### src/rtl/core/ssc_mul.sv
// ----------------------------------------------------------------------------
// ssc_mul
// Shared signed multiplier with a registered product.
// ----------------------------------------------------------------------------
module ssc_mul #(
    parameter int AW = 33,
    parameter int BW = 25
) (
    input  logic                    i_clk,
    input  logic signed [AW-1:0]    i_a,
    input  logic signed [BW-1:0]    i_b,
    output logic signed [AW+BW-1:0] o_p
);

    logic signed [AW+BW-1:0] r_p;

    always_ff @(posedge i_clk) begin
        r_p <= i_a * i_b;
    end

    assign o_p = r_p;

endmodule

### config.mk
export PLATFORM = sky130hd
export DESIGN_NAME = ssc_mul
export DESIGN_NICKNAME = d
export VERILOG_FILES = /design/src/rtl/core/ssc_mul.sv
export SDC_FILE = /design/constraint.sdc
export NUM_CORES = 2
export LEC_CHECK = 0
export ABC_CLOCK_PERIOD_IN_PS = 7100
export BUFFER_PORTS_ARGS = -buffer_cell sky130_fd_sc_hd__buf_4
export CORE_ASPECT_RATIO = 0.8
export CORE_MARGIN = 5
export CORE_UTILIZATION = 35
export CTS_BUF_LIST = sky130_fd_sc_hd__clkbuf_2 sky130_fd_sc_hd__clkbuf_4 sky130_fd_sc_hd__clkbuf_8
export DETAILED_ROUTE_END_ITERATION = 7
export SYNTH_ARGS = -nofsm -noshare
export SYNTH_HDL_FRONTEND = slang
export SYNTH_SLANG_ARGS = --single-unit
export TNS_END_PERCENT = 20
### constraint.sdc
create_clock -name i_clk -period 7.1 [get_ports i_clk]
set_clock_uncertainty 0.1 [all_clocks]
set_input_delay 1.065 -clock i_clk [delete_from_list [all_inputs] [get_ports i_clk]]
set_output_delay 1.065 -clock i_clk [all_outputs]
set_load 0.05 [all_outputs]
Yosys cells after proc, flatten, opt, wreduce, memory -nomap -nowiden
Cells that the tools add are included.
{"block": "totals", "register_bits": 58, "inputBits": 59, "word_cells": 2}
{"block": "op_classes", "multipliers": 1}
{"op": "$mul 33x25->58", "count": 1}

Depth between registers and ports, before layout
{"block": "logic_depth", "ltp_word": 1, "ltp_mapped": 27, "mapped_depth_nobuf": 25}

Worst setup path after synthesis
OpenSTA, ideal clock, no wires.
{"block": "synth_timing", "path_kind": "input to register", "from": "input port i_a[32]", "to": "register r_p[57] (netlist: o_p[57])", "path_stages": 21, "path_slack_ns": -0.460, "required_time_ns": 6.857, "arrival_ns": 7.317, "path_buffers": 2, "setup_time_ns": 0.143, "path_cell_list": "clkbuf_1 nand2_1 inv_1 fa_1 fa_1 inv_1 fa_1 inv_1 fa_1 fa_1 fa_1 fa_1 ha_1 clkbuf_8 a21o_1 a21o_1 a21o_1 a21o_1 and3_1 a21oi_1 o211ai_1"}
{"block": "synth_between", "elab_chain_len": 1}
{"item": "from (decl)", "line_no": "10", "rtl": "input logic signed [AW-1:0] i_a,"}
{"item": "$mul 33x25->58", "line_no": "18", "rtl": "r_p <= i_a * i_b;"}
{"item": "to (signal assigned)", "line_no": "18"}
{"item": "to (decl)", "line_no": "15", "rtl": "logic signed [AW+BW-1:0] r_p;"}
Every way passes these cells.

Worst setup path in the final report
{"block": "layout_timing", "from": "input port i_b[15]", "to": "register r_p[50] (netlist: o_p[50])"}
{"block": "layout_between", "elab_chain_len": 1}
{"item": "from (decl)", "line_no": "11", "rtl": "input logic signed [BW-1:0] i_b,"}
{"item": "$mul 33x25->58", "line_no": "18"}
Every way passes these cells.

==> metrics.txt <==
final std cells w/o fill=4,740; Yosys reg bits=58; synth warn=0; class of the worst hold path=in -> reg; syn avg cell area=9.42 µm²; Post-Place Worst Slack=-0.951 ns; max reg flops=58; initial drt markers=1,426; final setup margin=0.0662 ns; Slowest Stage Delay on Critical Path=0.60 ns; CTS Hold Bufs=0; drt first pass iters=5; Cells after DPL=4,677; Max Slew Vio Count=0; CP bufs+invs=9; TritonCTS clock tree=yes; vias per inst=4.65; top_reg_cell synth=dfxtp_1; H-tree depth=3; dpl hpwl=74,900 µm; Slowest-stage cell, CP=fa_1; initial antenna violation count=3; WP data required=7.29 ns; Post-synth EDFFs=0; routed len/inst=17.8 µm; area of the multi-input gates=26,100 µm²; CP top delay family=adder cells; Crit path top cell by count=fa_1; Net Count, Synth=4,266; die area=92,300 µm²; final worst path period need=7.03 ns; P&R area growth vs syn=21.7%; fill cell count=8,220; grt ovf=0; CP Capture Type=flop; number of distinct library cells after synthesis=60; CTS clk-pin slew, worst paths=0.07 ns; CP Class=in -> reg; Reg area=1160 µm²; Slew HR=72.0%; Cells after Synth=3,208; CTS Buffer Depth=2; CTS Buf Count=9; first-pass GRT wire length=136,000 µm; worst min-delay path startpoint=i_b[0]; synthesized area=30,200 µm²; critical path arrival=7.23 ns; Routability Congestion=0.894; Antenna Nets Post-Route=0; Final Hold Viols=0; largest net degree at the start of global routing=34; CTS root buffer=clkbuf_8; Global Route Usage Sum=18.5%; Synth async-reset ratio=0%; RSZ-0062 raised after global routing=yes; Slew @ Worst Pin=0.418 ns; detailed-route via count=22,100; fmax=142 MHz; status=complete, no violations; DR DRC count=0; vias in the first global route=23,600; CP Launch Point=i_b[15]; CP max FO=8; row count=96; setup violators final=0; Final period util=99.1%; core area=85,600 µm²; CTS Sinks=58; synth top area cells=fa_1 56%, inv_1 9.8%, and2_1 8.5%, ha_1 6.5%, nand2_1 5.2%; Max Cap Viol=0; post-synth top area share=55.8%; Die Wd=338 µm; IO Pins=117; die height=273 µm; register area share after synthesis=3.84%; initial core utilization=35.3%; Port Buffer Count=116; Final nets=4,663; largest area contributor in the netlist=fa_1; Startpoint Class=primary input; Post-Route WL=84,300 µm; share of cells above drive strength 1=20.0%
-- final timing paths --
path | cells past startpoint | end
worst max-delay path | 26 | o_p[50]$_DFF_P_
worst min-delay path | 2 | o_p[0]$_DFF_P_
-- cells by family after synthesis --
kind of cell / synth area share (%)
flip-flops: 3.84
AND/OR/NAND/NOR: 15.8
adder cells (fa/ha/maj): 62.3
XOR/XNOR: 1.71
AO/OA/AOI/OAI: 4.42
buffers and inverters: 11.9
-- area by class of cell --
cell class	count	share of cell area (%)
Sequential cell	58	3.16
Multi-Input combinational cell	2206	70.9
Inverter	786	8.03
Clock inverter	4	0.269
Antenna cell	3	0.0204
Tap cell	1127	3.84
Timing Repair Buffer	544	13.3
Clock buffer	12	0.415
-- Yosys cell counts, drive strengths merged, types with 16 or more instances --
cell and count:
inv 785, xnor2 44, a21oi 51, clkbuf 153, nand3 16, fa 842, ha 157, nor2 57
a21o 36, o21ai 32, dfxtp 58, nand2 416, and2 410
-- metal layers --
layer	up-vias	share of wire [%]	GRT usage [%]
met2	660	41	25.6
li1	10000	-	-
met3	46	8.1	3.95
met1	11300	50	30.0
met5	-	0	0
met4	0	1.2	2.72
-- cell usage in the layout (no fill, tap or decap), drive strengths merged, types with 3 or more instances in the layout --
cell type	instances
fa	842
inv	786
buf	534
nand2	416
and2	410
ha	157
dfxtp	58
nor2	57
a21oi	51
xnor2	44
a21o	36
o21ai	32
clkbuf	22
nand3	16
nand4	15
xor2	15
o21bai	15
a31oi	12
nand2b	11
a211oi	9
o211ai	9
and3	8
o21a	6
nor3	6
nor2b	5
diode	3
o31ai	3
a211o	3
bufinv	3
nor4	3
nor3b	3
-- metrics by stage --
step           area (µm²)  hold slack, ns  util [%]  setup TNS (ns)
2_1_floorplan       30300            1.09         -         -0.0759
3_3_place_gp        34900            1.42      40.8          -12.69
3_5_place_dp        34900            1.42      40.8          -13.08
4_1_cts             35500            1.02      41.4               0
5_1_grt             36800            1.06      42.9           -1.16
6_report            36800            1.07      42.9               0
-- what timing repair did --
action	CTS	global route
endpoints found under the setup margin	17	29
pin swaps	25	130
cloned	0	10
buffers inserted	8	27
gates resized for setup	53	222
Power is not shown: default switching activity piles up to over one toggle a cycle in this logic, so the estimate is an artifact.
