===== config.mk =====
export PLATFORM = sky130hd
export DESIGN_NAME = ssc_div
export DESIGN_NICKNAME = d
export VERILOG_FILES = /design/src/rtl/core/ssc_pkg.sv /design/src/rtl/core/ssc_div.sv
export SDC_FILE = /design/constraint.sdc
export NUM_CORES = 1
export LEC_CHECK = 0
export BUFFER_PORTS_ARGS = -buffer_cell sky130_fd_sc_hd__buf_2
export CORE_ASPECT_RATIO = 0.75
export CORE_MARGIN = 2
export CORE_UTILIZATION = 59
export CTS_CLUSTER_SIZE = 25
export DETAILED_ROUTE_END_ITERATION = 10
export MAX_ROUTING_LAYER = met4
export PLACE_DENSITY = 0.86
export SLEW_MARGIN = 20
export SYNTH_ARGS = -nofsm -noshare
export SYNTH_HDL_FRONTEND = slang
export SYNTH_SLANG_ARGS = --single-unit

===== constraint.sdc =====
create_clock -name i_clk -period 6.7 [get_ports i_clk]
set_input_delay 0.335 -clock i_clk [delete_from_list [all_inputs] [get_ports i_clk]]
set_output_delay 0.335 -clock i_clk [all_outputs]
set_load 0.02 [all_outputs]

===== src/rtl/core/ssc_pkg.sv =====
// ----------------------------------------------------------------------------
// ssc_pkg
// Widths, reset values, register indexes and shared types of the compressor.
// ----------------------------------------------------------------------------
package ssc_pkg;

    localparam int LEVEL_W    = 32;
    localparam int COEF_W     = 17;
    localparam int GAIN_W     = 24;
    localparam int THR_W      = 31;
    localparam int HOLD_W     = 16;
    localparam int TIMER_W    = 17;
    localparam int CFG_IDX_W  = 3;
    localparam int CFG_DATA_W = 31;
    localparam int DIVD_W     = 64;
    localparam int MUL_B_W    = 25;
    localparam int FRAC_SH    = 16;

    localparam logic [COEF_W-1:0]  UNITY     = 17'h10000;
    localparam logic [LEVEL_W-1:0] LEVEL_MAX = 32'hFFFF_FFFF;

    // Register reset values.
    localparam logic [GAIN_W-1:0]  RST_INPUT_GAIN   = 24'd375717;
    localparam logic [COEF_W-1:0]  RST_OUTPUT_LEVEL = 17'd32768;
    localparam logic [THR_W-1:0]   RST_BASE_THR     = 31'd2097152;
    localparam logic [COEF_W-1:0]  RST_COMP_RATIO   = 17'd16384;
    localparam logic [COEF_W-1:0]  RST_PEAK_RELEASE = 17'd0;
    localparam logic [COEF_W-1:0]  RST_ENV_ALPHA    = 17'd65536;
    localparam logic [HOLD_W-1:0]  RST_HOLD_SAMPLES = 16'd600;
    localparam logic [LEVEL_W-1:0] RST_DYN_THR      = 32'd2097152;

    // Register indexes.
    localparam logic [CFG_IDX_W-1:0] CFG_INPUT_GAIN   = 3'd0;
    localparam logic [CFG_IDX_W-1:0] CFG_OUTPUT_LEVEL = 3'd1;
    localparam logic [CFG_IDX_W-1:0] CFG_BASE_THR     = 3'd2;
    localparam logic [CFG_IDX_W-1:0] CFG_COMP_RATIO   = 3'd3;
    localparam logic [CFG_IDX_W-1:0] CFG_PEAK_RELEASE = 3'd4;
    localparam logic [CFG_IDX_W-1:0] CFG_ENV_ALPHA    = 3'd5;
    localparam logic [CFG_IDX_W-1:0] CFG_HOLD_SAMPLES = 3'd6;

    // Request to the shared divider.
    typedef struct packed {
        logic                start;
        logic [DIVD_W-1:0]   dividend;
        logic [LEVEL_W-1:0]  divisor;
    } t_div_req;

endpackage


===== src/rtl/core/ssc_div.sv =====
// ----------------------------------------------------------------------------
// ssc_div
// Restoring divider, one quotient bit per cycle, 64 by 32 bits.
// ----------------------------------------------------------------------------
module ssc_div (
    input  logic                               i_clk,
    input  logic                               i_rst_n,
    input  ssc_pkg::t_div_req                  i_req,
    output logic                               o_done,
    output logic [ssc_pkg::LEVEL_W-1:0]        o_quot
);

    import ssc_pkg::*;

    logic                 r_busy;
    logic                 r_done;
    logic [4:0]           r_cnt;
    logic [LEVEL_W-1:0]   r_rem;
    logic [LEVEL_W-1:0]   r_sh;
    logic [LEVEL_W-1:0]   r_dvs;
    logic [LEVEL_W:0]     w_trial;
    logic [LEVEL_W:0]     w_diff;
    logic                 w_ge;

    // The upper dividend half is always below the divisor, so the
    // quotient fits in 32 bits.
    assign w_trial = {r_rem, r_sh[LEVEL_W-1]};
    assign w_ge    = w_trial >= {1'b0, r_dvs};
    assign w_diff  = w_trial - {1'b0, r_dvs};

    always_ff @(posedge i_clk) begin
        if (!i_rst_n) begin
            r_busy <= 1'b0;
            r_done <= 1'b0;
            r_cnt  <= '0;
        end else begin
            r_done <= 1'b0;
            if (i_req.start) begin
                r_busy <= 1'b1;
                r_cnt  <= '0;
            end else if (r_busy) begin
                r_cnt <= r_cnt + 5'd1;
                if (&r_cnt) begin
                    r_busy <= 1'b0;
                    r_done <= 1'b1;
                end
            end
        end
    end

    always_ff @(posedge i_clk) begin
        if (i_req.start) begin
            r_rem <= i_req.dividend[DIVD_W-1:LEVEL_W];
            r_sh  <= i_req.dividend[LEVEL_W-1:0];
            r_dvs <= i_req.divisor;
        end else if (r_busy) begin
            r_rem <= w_ge ? w_diff[LEVEL_W-1:0] : w_trial[LEVEL_W-1:0];
            r_sh  <= {r_sh[LEVEL_W-2:0], w_ge};
        end
    end

    assign o_done = r_done;
    assign o_quot = r_sh;

endmodule


## Word level (Yosys, flattened, before mapping)

Cells that the tools add are included.

- Register bits after elaboration: 103
- Input bits: 99
- Output and inout bits: 33
- Word-level logic and storage cells: 24

- $add $sub $neg: 2
- $lt $le $gt $ge: 1
- Mux-type cells: 9
- Bitwise gates (word level): 2
- Reductions and logical operators: 4

Operator list:

| operator | count |
|---|---|
| 2-to-1 mux 32 bit | 5 |
| greater-or-equal comparator 33 x 32 -> 1 bit | 1 |
| subtractor 32 bit | 1 |
| adder 5 x 1 -> 5 bit (second input constant) | 1 |
| AND reduction 5 bit | 1 |
| 2-to-1 mux 1 bit | 4 |
| OR reduction 3 bit | 1 |
| inverter 1 bit | 2 |
| nonzero test 2 bit | 1 |
| OR reduction 2 bit | 1 |

## Logic depth before layout (Yosys ltp)

- Depth in word-level cells: 4
- Depth in mapped cells: 14
- Mapped depth without buffers: 13

## Worst setup path before layout

Ideal clock, no wire load.

- Path kind: flip-flop to flip-flop
- From: register r_sh[31] (netlist: o_quot[31])
- To: register r_rem[30], data pin
- Setup time: 274 ps
- Arrival: 2,857 ps
- Data required time: 6,426 ps
- Slack: 3,569 ps
- Cell stages (with the launch flop): 14
- Cells stage by stage: edfxtp_1 -> inv_1 -> ha_1 -> inv_1 -> fa_1 -> a21o_1 -> a221oi_1 -> or3_4 -> a2111oi_4 -> a2111oi_2 -> o21ai_0 -> xor2_1 -> nand2_1 -> a31oi_1

- Word-level cells in the longest chain between the ends: 4
- Elaborated cells on any way between the ends: 5

Ends and longest elaborated chain:

| what | RTL line | source |
|---|---|---|
| from (decl) | ssc_div.sv:19 | `logic [LEVEL_W-1:0] r_sh;` |
| from (signal assigned) | ssc_div.sv:54 | `r_sh <= i_req.dividend[LEVEL_W-1:0];` |
| from (signal assigned) | ssc_div.sv:58 | `r_sh <= {r_sh[LEVEL_W-2:0], w_ge};` |
| subtractor 32 bit or greater-or-equal comparator 33 x 32 -> 1 bit (tied branches) | ssc_div.sv:29, ssc_div.sv:28 |  |
| 2-to-1 mux 32 bit * | ssc_div.sv:57 | `r_rem <= w_ge ? w_diff[LEVEL_W-1:0] : w_trial[LEVEL_W-1:0];` |
| 2-to-1 mux 32 bit * | ssc_div.sv:56 | `end else if (r_busy) begin` |
| 2-to-1 mux 32 bit * | ssc_div.sv:52 | `if (i_req.start) begin` |
| to (signal assigned) | ssc_div.sv:53 | `r_rem <= i_req.dividend[DIVD_W-1:LEVEL_W];` |
| to (signal assigned) | ssc_div.sv:57 |  |
| to (decl) | ssc_div.sv:18 | `logic [LEVEL_W-1:0] r_rem;` |

Mark *: on every way between the ends. The rest lies on a longest branch, timed or not. The select of a mux whose other input is x is not followed.
A chain may end at the register's enable or synchronous reset.

## Final worst setup path

- From: register r_rem[3]
- To: register r_rem[1], data pin

- Word-level cells in the longest chain between the ends: 4

Ends and longest elaborated chain:

| what | RTL line | source |
|---|---|---|
| greater-or-equal comparator 33 x 32 -> 1 bit | ssc_div.sv:28 | `assign w_ge = w_trial >= {1'b0, r_dvs};` |
| 2-to-1 mux 32 bit | ssc_div.sv:57 |  |
| 2-to-1 mux 32 bit | ssc_div.sv:56 |  |
| 2-to-1 mux 32 bit | ssc_div.sv:52 |  |

Every way passes these cells. The select of a mux whose other input is x is not followed.

==> run_results.csv <==
group,metric,value,unit
outcome,status,"completed",
placed_design,dp_hpwl,10.7,mm
setup_path,critPathBufInv,1,
clocking,clk_path_buf_depth,2,
clocking,cts_hold_buf,0,
worst_hold_path,min-delay-start,"i_req[12]",
yosys,yosysSeqAreaShare,0.504,
worst_hold_path,min_path_cells,1,
yosys,synth_cell_types,59,
placed_design,port_buffers,131,
global_routing,grtUsageMet3,0.0823,
global_routing,gr-total-overflow,0,
timing,finalSetupTns,0,ns
setup_path,path_cells,"ha_1 > a21o_1 > a31oi_1 > nand3_1 > a221oi_2 > o21ai_1 > o31a_1 > nor2_2 > buf_4 > mux2i_1 > o21ai_0",
route,firstDrtPassIters,5,
route,wl_per_cell,18.3,um
global_routing,grt_util_met1,0.355,
yosys,syn_area_per_cell,11.0,sq um
yosys,synth_ff_type,"edfxtp_1",
setup_path,rrSetupSlack,2.86,ns
global_routing,grtUsageTotal,0.281,
setup_path,critPathMaxFanout,21,
die,die_w,120,um
die,fp.dieH,91.3,um
final_layout,final_cell_mix,"buf_2, edfxtp_1, nand2_1",
pwr,ir_drop,0.188,mV
final_layout,final_common_cell,"buf_2",
global_routing,grt_pass1_wl,23.5,mm
timing,period_minus_slack,3.84,ns
clocking,htree_levels,3,
worst_hold_path,min_to,"r_dvs[12]",
global_routing,busiest_layer,"met2",
route,wl,14.8,mm
clocking,clkLatencyLatePin,0.35,ns
global_routing,antenna_found_initial,0,
yosys,yosysWarningCount,0,
global_routing,grt_pass1_vias,4875,
setup_path,crit_family,"compound AO/OA/AOI/OAI gates",
clocking,cts_tree,"done",
clocking,numCtsBuffers,9,
clocking,root_buffer,"clkbuf_16",
timing,setup_viol,0,
die,initial_core_util,0.614,
die,io_pins,132,
pwr,powerDensity,318,nW/um^2
pwr,leakagePower,3.03,nW
clocking,cts_sinks,103,
timing,clock_skew,0.00690,ns
setup_path,worst_setup_path_start_kind,"flop",
setup_path,crit_path_end_kind,"flop",
yosys,synth-seq-cells,103,
global_routing,gr-usage-met2,0.448,
timing,drv_slew,0,
final_layout,diodes,0,
yosys,synth_fp_nets,680,
pwr,p_total,2.24,mW
timing,finalHoldViolations,0,
route,drc,0,
clocking,cts_setup_buffers,0,
route,via_per_inst,5.99,
pwr,sw_frac_of_total,0.359,
timing,slew_headroom,0.313,
timing,tightestPinTransition,1.03,ns
setup_path,ff2ff_path_depth,11,
setup_path,critPathMaxStageDelay,0.42,ns
clocking,path_clk_slew,0.07,ns
setup_path,cp.required,6.76,ns
final_layout,fin_nets,805,
timing,fmax,260,MHz
pwr,internal_power,1.43,mW
timing,rsz0062_at_grt,"false",
die,coreArea,9770,sq um
die,rows,31,
route,ant_nets,0,
route,vias,4837,
setup_path,r2r_start,"r_rem[3]",
final_layout,drive_gt1_frac,0.296,
global_routing,grt_max_degree,86,
timing,finalCritPeriodShare,0.574,
die,die-area,11000,sq um
route,dr.first_iter.drc_count,401,
yosys,synth_area,6000,sq um
yosys,synth_cells,546,
yosys,synth_edf_count,96,
setup_path,crit_arrival,3.90,ns
clocking,cts_resized,0,
pwr,combPwrFrac,0.384,
setup_path,cpMaxStageDelayCell,"a221oi_2",
worst_hold_path,min_path_type,"in -> reg",
yosys,synthArstFlopShare,0,
timing,hold_slack,0.152,ns
pwr,switchingPower,0.804,mW
final_layout,syn_to_final_growth,17.1,%
placed_design,place_congestion,0.938,
setup_path,rr_endpoint,"r_rem[1]",
setup_path,crit_type,"reg -> reg",
pwr,p_clk_frac,0.225,
flow_run,maxCapViolations,0,
pwr,pwr-share-seq,0.391,
==> cell usage after synthesis, types with 3 or more instances <==
| master | count | area share |
|---|---|---|
| a21o_1 | 14 | 0.018 |
| edfxtp_1 | 96 | 0.48 |
| ha_1 | 34 | 0.071 |
| a21oi_1 | 34 | 0.028 |
| and4_1 | 3 | 0.0044 |
| a2bb2oi_1 | 3 | 0.0044 |
| and3_1 | 3 | 0.0031 |
| dfxtp_1 | 7 | 0.023 |
| buf_4 | 6 | 0.0075 |
| xnor2_1 | 18 | 0.026 |
| o21ai_0 | 19 | 0.016 |
| nand3_1 | 8 | 0.0067 |
| mux2_2 | 33 | 0.062 |
| a211o_1 | 3 | 0.0044 |
| o21a_1 | 3 | 0.0038 |
| nand4_1 | 4 | 0.0042 |
| inv_1 | 44 | 0.028 |
| mux2i_1 | 7 | 0.012 |
| nand2_1 | 61 | 0.038 |
| o21bai_1 | 3 | 0.0038 |
| nor3_1 | 5 | 0.0042 |
| nor2_1 | 42 | 0.026 |
| xor2_1 | 8 | 0.012 |
| buf_2 | 4 | 0.0033 |
| a31oi_1 | 25 | 0.026 |
| clkbuf_1 | 11 | 0.0069 |
| o2bb2ai_1 | 3 | 0.0044 |
==> cells by family (layout without fill, tap and decap cells) <==
family / after synthesis / after routing / share of synthesized area
XOR/XNOR: 26 / 26 / 0.0380
adder cells (fa/ha/maj): 35 / 35 / 0.0742
multiplexers: 40 / 40 / 0.0736
flip-flops: 103 / 103 / 0.504
AND/OR/NAND/NOR: 145 / 145 / 0.111
AO/OA/AOI/OAI: 132 / 132 / 0.154
buffers and inverters: 65 / 195 / 0.0453
==> sequential cells by signal, indices dropped and copies added (netlist names) <==
register  flops
r_rem        32
r_busy        1
r_dvs        32
o_done        1
o_quot       32
r_cnt         5
==> per-layer routing <==
layer / part of all wire / vias to the layer above
met2: 0.48 / 261
met1: 0.42 / 2296
met3: 0.088 / 24
met5: 0 / -
met4: 0.014 / 0
li1: - / 2256
==> per-stage QoR <==
step | cells | utilization | setup slack (ns) | area [sq um]
6_report | 808 | 0.719 | 2.86 | 7020
5_1_grt | 808 | 0.719 | 2.68 | 7020
4_1_cts | 808 | 0.719 | 2.89 | 7020
3_5_place_dp | 792 | 0.690 | 2.91 | 6750
3_3_place_gp | 792 | 0.690 | 3.08 | 6750
2_1_floorplan | 546 | - | 3.57 | 6000
==> power by group through the flow <==
stage,Sequential [mW],Clock [mW],Combinational [mW]
6_report,0.873,0.504,0.859
3_3_place_gp,0.878,0,0.795
5_1_grt,0.881,0.535,0.939
4_1_cts,0.872,0.512,0.844
2_1_floorplan,0.894,0,0.616
3_5_place_dp,0.883,0,0.837
==> worst max-delay path by stage <==
stage,start,end,slack (ns),cells past startpoint
floorplan,o_quot[31],r_rem[30],3.57,13
detailed placement,r_rem[3],r_rem[25],2.91,10
finish,r_rem[3],r_rem[1],2.86,11
global placement,r_rem[18],r_rem[0],3.08,8
CTS,r_rem[18],r_rem[0],2.89,8
global route,r_rem[3],r_rem[1],2.68,11
==> final cells by class <==
type	instances	area (sq um)
clock inverter	6	48.8
fill	732	2750
inverter	44	165
tap	132	165
clock buffer	10	229
multi-input combinational	378	2710
timing repair buffer	135	688
sequential	103	3020
(Power assumes the default switching activity.)
